$ cat src/hdl/qxmm_pkg.sv
// Shared constants and control types for the quad-X motor mixer.
package qxmm_pkg;

  localparam int FracBitsDef = 14;
  localparam int CmdW        = 16;
  localparam int MotorW      = 15;
  localparam int ShiftW      = 17;
  localparam int CfgW        = 15;
  localparam int NumMotors   = 4;

  typedef struct packed {
    logic valid;
    logic above_idle;
  } ctl_t;

  typedef struct packed {
    logic over;
    logic under;
  } sat_t;

endpackage

$ cat src/hdl/qxmm_clamp.sv
// Stage 1: saturate the four commands and compare throttle against idle.
module qxmm_clamp #(
  parameter int FRAC_BITS = qxmm_pkg::FracBitsDef,
  parameter int SW        = FRAC_BITS + 5
) (
  input  logic                          clk_i,
  input  logic                          rst_ni,
  input  logic                          en_i,
  input  logic                          valid_i,
  input  logic [qxmm_pkg::CmdW-1:0]     throttle_i,
  input  logic [qxmm_pkg::CmdW-1:0]     roll_i,
  input  logic [qxmm_pkg::CmdW-1:0]     pitch_i,
  input  logic [qxmm_pkg::CmdW-1:0]     yaw_i,
  input  logic [qxmm_pkg::CfgW-1:0]     idle_i,
  output qxmm_pkg::ctl_t                ctl_o,
  output logic signed [SW-1:0]          t_o,
  output logic signed [SW-1:0]          r_o,
  output logic signed [SW-1:0]          p_o,
  output logic signed [SW-1:0]          y_o
);
  import qxmm_pkg::*;

  localparam logic signed [SW-1:0] One = SW'(64'sd1 <<< FRAC_BITS);

  function automatic logic signed [SW-1:0] sext(input logic [CmdW-1:0] v);
    sext = {{(SW-CmdW){v[CmdW-1]}}, v};
  endfunction

  function automatic logic signed [SW-1:0] sat(input logic signed [SW-1:0] v,
                                               input logic signed [SW-1:0] lo);
    logic signed [SW-1:0] res;
    res = v;
    if (v < lo) res = lo;
    else if (v > One) res = One;
    sat = res;
  endfunction

  logic signed [SW-1:0] t_d;
  ctl_t                 ctl_d, ctl_q;
  logic signed [SW-1:0] t_q, r_q, p_q, y_q;

  always_comb begin
    t_d              = sat(sext(throttle_i), '0);
    ctl_d.valid      = valid_i;
    ctl_d.above_idle = t_d > $signed({{(SW-CfgW){1'b0}}, idle_i});
  end

  always_ff @(posedge clk_i or negedge rst_ni) begin
    if (!rst_ni) begin
      ctl_q <= '0;
    end else if (en_i) begin
      ctl_q <= ctl_d;
    end
  end

  always_ff @(posedge clk_i) begin
    if (en_i) begin
      t_q <= t_d;
      r_q <= sat(sext(roll_i), -One);
      p_q <= sat(sext(pitch_i), -One);
      y_q <= sat(sext(yaw_i), -One);
    end
  end

  assign ctl_o = ctl_q;
  assign t_o   = t_q;
  assign r_o   = r_q;
  assign p_o   = p_q;
  assign y_o   = y_q;

endmodule

$ cat src/hdl/qxmm_mix.sv
// Stages 2 and 3: quad-X sums, then max, min and saturation flags.
module qxmm_mix #(
  parameter int FRAC_BITS = qxmm_pkg::FracBitsDef,
  parameter int SW        = FRAC_BITS + 5
) (
  input  logic                  clk_i,
  input  logic                  rst_ni,
  input  logic                  en_i,
  input  qxmm_pkg::ctl_t        ctl_i,
  input  logic signed [SW-1:0]  t_i,
  input  logic signed [SW-1:0]  r_i,
  input  logic signed [SW-1:0]  p_i,
  input  logic signed [SW-1:0]  y_i,
  output qxmm_pkg::ctl_t        ctl_o,
  output qxmm_pkg::sat_t        sat_o,
  output logic signed [SW-1:0]  m_o [qxmm_pkg::NumMotors],
  output logic signed [SW-1:0]  hi_o,
  output logic signed [SW-1:0]  lo_o
);
  import qxmm_pkg::*;

  localparam logic signed [SW-1:0] One = SW'(64'sd1 <<< FRAC_BITS);

  ctl_t                 ctl2_q, ctl3_q;
  logic signed [SW-1:0] m2_q [NumMotors];
  logic signed [SW-1:0] m3_q [NumMotors];
  logic signed [SW-1:0] hi_a, hi_b, lo_a, lo_b, hi_d, lo_d, hi_q, lo_q;
  sat_t                 sat_d, sat_q;

  always_ff @(posedge clk_i or negedge rst_ni) begin
    if (!rst_ni) begin
      ctl2_q <= '0;
      ctl3_q <= '0;
    end else if (en_i) begin
      ctl2_q <= ctl_i;
      ctl3_q <= ctl2_q;
    end
  end

  always_ff @(posedge clk_i) begin
    if (en_i) begin
      m2_q[0] <= t_i - r_i + p_i - y_i;
      m2_q[1] <= t_i - r_i - p_i + y_i;
      m2_q[2] <= t_i + r_i + p_i + y_i;
      m2_q[3] <= t_i + r_i - p_i - y_i;
    end
  end

  always_comb begin
    hi_a = (m2_q[1] > m2_q[0]) ? m2_q[1] : m2_q[0];
    hi_b = (m2_q[3] > m2_q[2]) ? m2_q[3] : m2_q[2];
    lo_a = (m2_q[1] < m2_q[0]) ? m2_q[1] : m2_q[0];
    lo_b = (m2_q[3] < m2_q[2]) ? m2_q[3] : m2_q[2];
    hi_d = (hi_b > hi_a) ? hi_b : hi_a;
    lo_d = (lo_b < lo_a) ? lo_b : lo_a;
    sat_d.over  = hi_d > One;
    sat_d.under = lo_d < 0;
  end

  always_ff @(posedge clk_i) begin
    if (en_i) begin
      m3_q  <= m2_q;
      hi_q  <= hi_d;
      lo_q  <= lo_d;
      sat_q <= sat_d;
    end
  end

  assign ctl_o = ctl3_q;
  assign sat_o = sat_q;
  assign m_o   = m3_q;
  assign hi_o  = hi_q;
  assign lo_o  = lo_q;

endmodule

$ cat src/hdl/qxmm_desat.sv
// Stages 4 and 5: desaturation shift, then per-motor clamp into the output register.
module qxmm_desat #(
  parameter int FRAC_BITS = qxmm_pkg::FracBitsDef,
  parameter int SW        = FRAC_BITS + 5
) (
  input  logic                           clk_i,
  input  logic                           rst_ni,
  input  logic                           en_i,
  input  qxmm_pkg::ctl_t                 ctl_i,
  input  qxmm_pkg::sat_t                 sat_i,
  input  logic signed [SW-1:0]           m_i [qxmm_pkg::NumMotors],
  input  logic signed [SW-1:0]           hi_i,
  input  logic signed [SW-1:0]           lo_i,
  output logic                           valid_o,
  output qxmm_pkg::sat_t                 sat_o,
  output logic [qxmm_pkg::MotorW-1:0]    motor_o [qxmm_pkg::NumMotors],
  output logic [qxmm_pkg::ShiftW-1:0]    shift_o
);
  import qxmm_pkg::*;

  localparam logic signed [SW-1:0] One = SW'(64'sd1 <<< FRAC_BITS);

  logic                 valid4_q, valid5_q;
  sat_t                 sat4_q, sat5_q;
  logic signed [SW-1:0] m4_q [NumMotors];
  logic signed [SW-1:0] down, shift_d, shift4_q;
  logic signed [SW-1:0] sum [NumMotors];
  logic [MotorW-1:0]    motor_d [NumMotors];
  logic [MotorW-1:0]    motor_q [NumMotors];
  logic [ShiftW-1:0]    shift5_q;

  always_comb begin
    down    = (hi_i > One) ? One - hi_i : '0;
    shift_d = (lo_i + down < 0) ? -lo_i : down;
    if (!ctl_i.above_idle) shift_d = '0;
  end

  always_comb begin
    for (int i = 0; i < NumMotors; i++) begin
      sum[i] = m4_q[i] + shift4_q;
      if (sum[i] < 0) motor_d[i] = '0;
      else if (sum[i] > One) motor_d[i] = One[MotorW-1:0];
      else motor_d[i] = sum[i][MotorW-1:0];
    end
  end

  always_ff @(posedge clk_i or negedge rst_ni) begin
    if (!rst_ni) begin
      valid4_q <= 1'b0;
      valid5_q <= 1'b0;
    end else if (en_i) begin
      valid4_q <= ctl_i.valid;
      valid5_q <= valid4_q;
    end
  end

  always_ff @(posedge clk_i) begin
    if (en_i) begin
      m4_q     <= m_i;
      sat4_q   <= sat_i;
      shift4_q <= shift_d;
      motor_q  <= motor_d;
      sat5_q   <= sat4_q;
      shift5_q <= shift4_q[ShiftW-1:0];
    end
  end

  assign valid_o = valid5_q;
  assign sat_o   = sat5_q;
  assign motor_o = motor_q;
  assign shift_o = shift5_q;

endmodule

$ cat src/hdl/quad_x_motor_mixer.sv
// Top level of the quad-X motor mixer with desaturation.
//
//   channel  direction  handshake                payload
//   in       request    in_valid_i / in_stall_o  throttle, roll, pitch, yaw commands
//   out      result     out_valid_o / out_stall_i motors 1..4, over/under flags, shift
//   cfg      write      cfg_we_i                 cfg_data_i = idle throttle
//
// Five register stages: clamp, sums, max/min, shift, motor clamp. One request
// is taken every cycle unless a stalled result holds the pipeline.
// Reset clears the stage valid bits and sets the idle throttle to zero.
// A stalled result holds the whole pipeline; in_stall_o follows out_stall_i
// while a result is waiting, so nothing is dropped or repeated.
module quad_x_motor_mixer #(
  parameter int FRAC_BITS = qxmm_pkg::FracBitsDef
) (
  input  logic                          clk_i,
  input  logic                          rst_ni,
  input  logic                          cfg_we_i,
  input  logic [qxmm_pkg::CfgW-1:0]     cfg_data_i,
  input  logic                          in_valid_i,
  output logic                          in_stall_o,
  input  logic [qxmm_pkg::CmdW-1:0]     throttle_cmd_i,
  input  logic [qxmm_pkg::CmdW-1:0]     roll_cmd_i,
  input  logic [qxmm_pkg::CmdW-1:0]     pitch_cmd_i,
  input  logic [qxmm_pkg::CmdW-1:0]     yaw_cmd_i,
  output logic                          out_valid_o,
  input  logic                          out_stall_i,
  output logic [qxmm_pkg::MotorW-1:0]   motor_one_o,
  output logic [qxmm_pkg::MotorW-1:0]   motor_two_o,
  output logic [qxmm_pkg::MotorW-1:0]   motor_three_o,
  output logic [qxmm_pkg::MotorW-1:0]   motor_four_o,
  output logic                          over_flag_o,
  output logic                          under_flag_o,
  output logic [qxmm_pkg::ShiftW-1:0]   applied_shift_o
);
  import qxmm_pkg::*;

  localparam int SW = (FRAC_BITS + 5 > 18) ? FRAC_BITS + 5 : 18;

  logic [CfgW-1:0]      idle_q;
  logic                 en;
  ctl_t                 ctl1, ctl3;
  sat_t                 sat3, sat5;
  logic signed [SW-1:0] t1, r1, p1, y1, hi3, lo3;
  logic signed [SW-1:0] m3 [NumMotors];
  logic [MotorW-1:0]    motor [NumMotors];

  always_ff @(posedge clk_i or negedge rst_ni) begin
    if (!rst_ni) begin
      idle_q <= '0;
    end else if (cfg_we_i) begin
      idle_q <= cfg_data_i;
    end
  end

  assign en         = !(out_valid_o && out_stall_i);
  assign in_stall_o = !en;

  qxmm_clamp #(.FRAC_BITS(FRAC_BITS), .SW(SW)) u_clamp (
    .clk_i      (clk_i),
    .rst_ni     (rst_ni),
    .en_i       (en),
    .valid_i    (in_valid_i),
    .throttle_i (throttle_cmd_i),
    .roll_i     (roll_cmd_i),
    .pitch_i    (pitch_cmd_i),
    .yaw_i      (yaw_cmd_i),
    .idle_i     (idle_q),
    .ctl_o      (ctl1),
    .t_o        (t1),
    .r_o        (r1),
    .p_o        (p1),
    .y_o        (y1)
  );

  qxmm_mix #(.FRAC_BITS(FRAC_BITS), .SW(SW)) u_mix (
    .clk_i  (clk_i),
    .rst_ni (rst_ni),
    .en_i   (en),
    .ctl_i  (ctl1),
    .t_i    (t1),
    .r_i    (r1),
    .p_i    (p1),
    .y_i    (y1),
    .ctl_o  (ctl3),
    .sat_o  (sat3),
    .m_o    (m3),
    .hi_o   (hi3),
    .lo_o   (lo3)
  );

  qxmm_desat #(.FRAC_BITS(FRAC_BITS), .SW(SW)) u_desat (
    .clk_i   (clk_i),
    .rst_ni  (rst_ni),
    .en_i    (en),
    .ctl_i   (ctl3),
    .sat_i   (sat3),
    .m_i     (m3),
    .hi_i    (hi3),
    .lo_i    (lo3),
    .valid_o (out_valid_o),
    .sat_o   (sat5),
    .motor_o (motor),
    .shift_o (applied_shift_o)
  );

  assign motor_one_o   = motor[0];
  assign motor_two_o   = motor[1];
  assign motor_three_o = motor[2];
  assign motor_four_o  = motor[3];
  assign over_flag_o   = sat5.over;
  assign under_flag_o  = sat5.under;

endmodule

$ cat config.mk
export PLATFORM = sky130hd
export DESIGN_NAME = quad_x_motor_mixer
export DESIGN_NICKNAME = d
export VERILOG_FILES = /design/src/hdl/qxmm_pkg.sv /design/src/hdl/qxmm_clamp.sv /design/src/hdl/qxmm_mix.sv /design/src/hdl/qxmm_desat.sv /design/src/hdl/quad_x_motor_mixer.sv
export SDC_FILE = /design/constraint.sdc
export NUM_CORES = 1
export LEC_CHECK = 0
export BUFFER_PORTS_ARGS = -buffer_cell sky130_fd_sc_hd__buf_2
export CORE_MARGIN = 4
export CORE_UTILIZATION = 55
export DETAILED_ROUTE_END_ITERATION = 10
export GPL_TIMING_DRIVEN = 0
export PLACE_DENSITY = 0.73
export SYNTH_ARGS = -nofsm -noshare
export SYNTH_HDL_FRONTEND = slang
export SYNTH_SLANG_ARGS = --single-unit
$ cat constraint.sdc
create_clock -name clk_i -period 20.8 [get_ports clk_i]
set_input_delay 5.2 -clock clk_i [delete_from_list [all_inputs] [get_ports clk_i]]
set_output_delay 5.2 -clock clk_i [all_outputs]
set_load 0.02 [all_outputs]
==> results.toml, run 1 <==
[outcome]
status = "finished clean"

[yosys]
synthFlopType = "edfxtp_1"
synthArstFlopShare = 0.0511
synth.avg_cell_area_um2 = 11.1
synth-edff-count = 427
syn-num-nets = 3068
synthesis.instances = 2621
syn_area_um2 = 29200
ys_ff_latch = 450
seq_area_frac_synth = 0.459
ys_warn_count = 0
yosysUniqueCellTypes = 76

[worst_setup_path]
critical_path.startpoint_type = "input port"
path_delay_family = "buffers and inverters"
end_kind = "output pin"
path_max_fanout = 80
criticalPathCategory = "input port to output pin"
crit_required_ps = 15600
r2r-end = "u_mix.sat_o[1]$_DFFE_PN_"
worstPathArrival_ps = 6220
worst_path_max_delay_cell = "nand2_8"
timing.critical_path.buf_inv = 3
regToRegSetupSlack_ps = 12510
r2r_cells = 21
slowest_delay_ps = 440
cp_cell_sequence = "buf_2, nand2_8, inv_1, buf_2"
cpMostUsedCell = "buf_2"
worstReg2RegStart = "u_mix.m2_q[8]$_DFFE_PN_"

[floorplan]
start_util = 0.556
rows = 84
die_w_um = 238
pin_count = 165
dieArea_um2 = 56900
die_height_um = 238
coreArea_um2 = 52600

[final_layout]
drive_gt1_frac = 0.100
stdcell_count = 3564
design_area_um2 = 32700
syn_to_final_growth_pct = 12.1
mostFrequentLayoutCells = "edfxtp_1, ha_1, inv_1, nor2_1, buf_2"
fin_nets = 3284
fillers = 4274
diodes = 0
mostFrequentLayoutCell = "edfxtp_1"

[drt]
drt-met1-wl_um = 28900
top_layer = "met4"
drtPass1Iterations = 5
antenna_left = 0
wl_met3_um = 2650
drc = 0
wirelength_um = 73600
viasPerCell = 5.72
dr_total_vias = 20400
wire_per_inst_um = 20.6
met2_length_um = 38400
drtIter0Drc = 996

[clock_network]
cts_tree = "built"
clkSlewWorstSetupHoldPaths_ps = 60
clock_sinks = 450
cts_resized = 0
htree_num_levels = 2
cts_buffers = 48
clock_latency_ps = 600
cts_hold_buf = 0
clockBufferDepth = 3
cts_root_buf = "clkbuf_16"
post_cts_buffers = 0

[timing]
max_freq_mhz = 87.6
grt_setup_unrepaired = "false"
min_period_ps = 11420
finalCritPeriodShare = 0.549
skew_ps = 30.5
setup_violations = 0
finalHoldViolCount = 0
slew_violations = 0
slew_headroom = 0.159
final.setup.tns_ps = 0
tightestPinTransition_ps = 1240

[global_route]
grt_pass1_wl_um = 114000
antenna_found_initial = 0
grt_max_degree = 131
grt_pass1_vias = 21400
track_usage = 0.256
grt.overflow.total = 0

[flow_run]
cap_violations = 0

[place]
place_congestion = 0.938
dp_cells = 3475
port_buffers = 163
dp_hpwl_um = 59100
placed_cell_area_um2 = 31000

[worst_hold_path]
hold_end = "u_desat.sat4_q[1]$_DFFE_PN_"
min_from = "u_mix.sat_o[1]$_DFFE_PN_"
holdCritPathClass = "flip-flop to flip-flop"
hold_depth = 0
[Yosys cell counts, types with 26 or more instances]
library cell	number	area, um^2
edfxtp_1	427	12800
ha_1	284	3550
inv_1	261	980
nor2_1	204	766
a21oi_1	129	646
xnor2_1	116	1020
nand2_1	112	420
o21ai_0	105	526
mux2i_1	83	831
fa_1	79	1580
nor3_1	78	390
and2_1	73	457
a21o_1	62	465
xor2_1	58	508
nand3_1	54	270
clkbuf_1	38	143
nand4_1	34	213
nor2b_1	34	213
o21a_1	29	218
a211oi_1	26	195
[cells by family (layout without fill, tap and decap cells)]
family	Yosys count	in the layout	share of synthesized area
simple gates	723	723	0.125
flops	450	450	0.459
compound gates	501	501	0.112
mux	96	96	0.0335
xor+xnor	176	176	0.0537
buf+inv	312	567	0.0410
fa+ha+maj	363	363	0.176
[flip-flops by register name, indices dropped and copies added (netlist names), 15 cells and up]
register,count
u_desat.m4_q,75
u_mix.m2_q,75
u_mix.m_o,75
u_desat.motor_o,60
u_desat.shift4_q,19
u_mix.hi_o,19
u_mix.lo_o,18
u_desat.shift_o,17
u_clamp.p_o,16
u_clamp.r_o,16
u_clamp.y_o,16
idle_q,15
u_clamp.t_o,15
[worst reg2reg max path, delay by kind of cell, from the launching register on]
kind            cells  cell delay, ps
compound gates      7            2560
simple gates        7            2360
buf+inv             4            1790
flops               1             510
fa+ha+maj           2             500
mux                 1             280
[metrics by stage]
step	util	hold WS (ps)	worst slack [ps]
after floorplan	-	400	4090
after detailed placement	0.590	405	9370
after global placement	0.588	401	2190
after global routing	0.623	411	9280
after CTS	0.623	407	9360
final	0.623	404	9380
[per-layer routing]
metal | global-route usage | vias up
met5 | 0 | -
met4 | 0.113 | 0
met3 | 0.0273 | 176
met2 | 0.484 | 520
met1 | 0.292 | 9765
li1 | - | 9933
[worst max-delay path by stage]
stage,from,to,depth (start not counted)
6_report,out_stall_i,in_stall_o,4
4_1_cts,out_stall_i,in_stall_o,4
2_1_floorplan,out_stall_i,in_stall_o,2
3_5_place_dp,out_stall_i,in_stall_o,4
5_1_grt,out_stall_i,in_stall_o,4
3_3_place_gp,out_stall_i,in_stall_o,4
[layout make-up]
class | count | area, um^2 | share of cell area
buffer | 51 | 218 | 0.00665
inverter | 261 | 980 | 0.0299
tap | 688 | 861 | 0.0263
clock buffer | 55 | 1250 | 0.0381
multi-input combinational | 1859 | 14600 | 0.447
timing repair buffer | 166 | 898 | 0.0274
sequential | 450 | 13400 | 0.409
clock inverter | 34 | 505 | 0.0154
Power of run 1 is not shown: default switching activity piles up to over one toggle a cycle in this logic, so the estimate is an artifact.
==> run 2, diff against run 1 <==
PLACE_DENSITY = 0.76   (was 0.73)
clock period = 9.2 ns   (was 20.8 ns; I/O delays follow)
==> results.toml, run 2 (synthesized netlist as in run 1, its figures left out) <==
[drt]
wire_per_inst_um = 20.5
drc = 0
dr_total_vias = 20500
wirelength_um = 73300
drtPass1Iterations = 5
drtIter0Drc = 1225
antenna_left = 0
viasPerCell = 5.76

[timing]
grt_setup_unrepaired = "false"
skew_ps = 16.9
finalCritPeriodShare = 0.915
setup_violations = 0
max_freq_mhz = 119
min_period_ps = 8420
tightestPinTransition_ps = 1150
slew_violations = 0
slew_headroom = 0.222
finalHoldViolCount = 0

[worst_hold_path]
holdCritPathClass = "flip-flop to flip-flop"

[floorplan]
coreArea_um2 = 52600
die_height_um = 238
pin_count = 165
start_util = 0.556
die_w_um = 238
dieArea_um2 = 56900
rows = 84

[final_layout]
stdcell_count = 3567
fin_nets = 3285
utilization = 0.623
mostFrequentLayoutCell = "edfxtp_1"
mostFrequentLayoutCells = "edfxtp_1, ha_1, inv_1, nor2_1, buf_2"
diodes = 0
drive_gt1_frac = 0.103
syn_to_final_growth_pct = 12.0

[worst_setup_path]
end_kind = "flip-flop"
worstPathArrival_ps = 8740
cp_cell_sequence = "ha_1, nand4_1, a211oi_1, a2111oi_2, a2111oi_2, or2_1, buf_2, clkbuf_1, clkbuf_1, a21o_1, ha_1, nand4_1, or4_1, nor2_1, a21oi_1, nand3_1, clkbuf_1, nand3_1, o31a_1, or4_1, o31ai_1, a21oi_1"
timing.critical_path.buf_inv = 4
criticalPathCategory = "flip-flop to flip-flop"
path_delay_family = "compound AO/OA/AOI/OAI gates"
slowest_delay_ps = 960
critical_path.startpoint_type = "flip-flop"
cpMostUsedCell = "clkbuf_1"
path_max_fanout = 10
crit_required_ps = 9520
worst_path_max_delay_cell = "a2111oi_2"

[clock_network]
htree_num_levels = 2
clock_sinks = 450
cts_hold_buf = 0
clockBufferDepth = 3
clkSlewWorstSetupHoldPaths_ps = 60
cts_root_buf = "clkbuf_16"
cts_resized = 0
clock_latency_ps = 600
post_cts_buffers = 0
cts_tree = "built"
cts_buffers = 49

[place]
dp_hpwl_um = 58800
place_congestion = 0.903
dp_cells = 3475
port_buffers = 163

[flow_run]
cap_violations = 0

[global_route]
grt.overflow.total = 0
antenna_found_initial = 0
grt_max_degree = 123
grt_pass1_vias = 21400
grt_pass1_wl_um = 114000
track_usage = 0.257

[outcome]
status = "finished clean"
## run 2: cell types whose count changed in the layout (fill, tap and decap cells not counted), sizes merged
cell      before  now
bufinv        11    7
clkinv        16   19
clkinvlp       6    9
inv          262  263
## run 2: cell type report
type	instances	area (um^2)
clock inverters	37	435
repair buffers	166	898
plain buffers	51	218
clock buffers	55	1290
multi-input cells	1859	14600
flip-flops and latches	450	13400
inverters	261	980
well taps	688	861
fillers	4260	19800
## run 2: per-stage QoR
step                hold WS (ps)  cell area, um^2  setup slack [ps]  TNS (ps)
finish                       409            32700               779         0
global route                 417            32700               676         0
CTS                          415            32700               840         0
detailed placement           405            31000               838         0
global placement             401            30900              -205      -205
floorplan                    400            29200               947         0
## run 2: worst reg2reg max path: stages, from the launching register on
cell and delay, ps:
edfxtp_1 500, ha_1 360, nand4_1 230, a211oi_1 650
a2111oi_2 210, a2111oi_2 960, or2_1 190, buf_2 250
clkbuf_1 490, clkbuf_1 430, a21o_1 200, ha_1 130
nand4_1 220, or4_1 690, nor2_1 140, a21oi_1 60
nand3_1 380, clkbuf_1 620, nand3_1 160, o31a_1 190
or4_1 510, o31ai_1 400, a21oi_1 170
## run 2: layer usage
layer / part of all wire / GRT usage / wire length, um / up-vias
met4: 0.048 / 0.113 / 3530 / 0
li1: - / - / - / 9941
met3: 0.044 / 0.0298 / 3220 / 177
met1: 0.38 / 0.293 / 27800 / 9847
met2: 0.53 / 0.482 / 38700 / 571
met5: 0 / 0 / 0 / -
## run 2: worst paths after layout
kind | from | end | slack, ps | depth (start not counted)
max | u_mix.m2_q[8]$_DFFE_PN_ | u_mix.sat_o[1]$_DFFE_PN_ | 780 | 22
min | u_mix.m_o[0]$_DFFE_PN_ | u_desat.m4_q[0]$_DFFE_PN_ | 410 | 0
max reg2reg | u_mix.m2_q[8]$_DFFE_PN_ | u_mix.sat_o[1]$_DFFE_PN_ | 780 | 22
min reg2reg | u_mix.m_o[0]$_DFFE_PN_ | u_desat.m4_q[0]$_DFFE_PN_ | 410 | 0
max in group asynchronous | rst_ni | u_clamp.ctl_o[0]$_DFFE_PN0N_ | 7150 | 1
min in group asynchronous | rst_ni | idle_q[8]$_DFFE_PN0P_ | 1690 | 1
Power of run 2 is left out for the same reason.
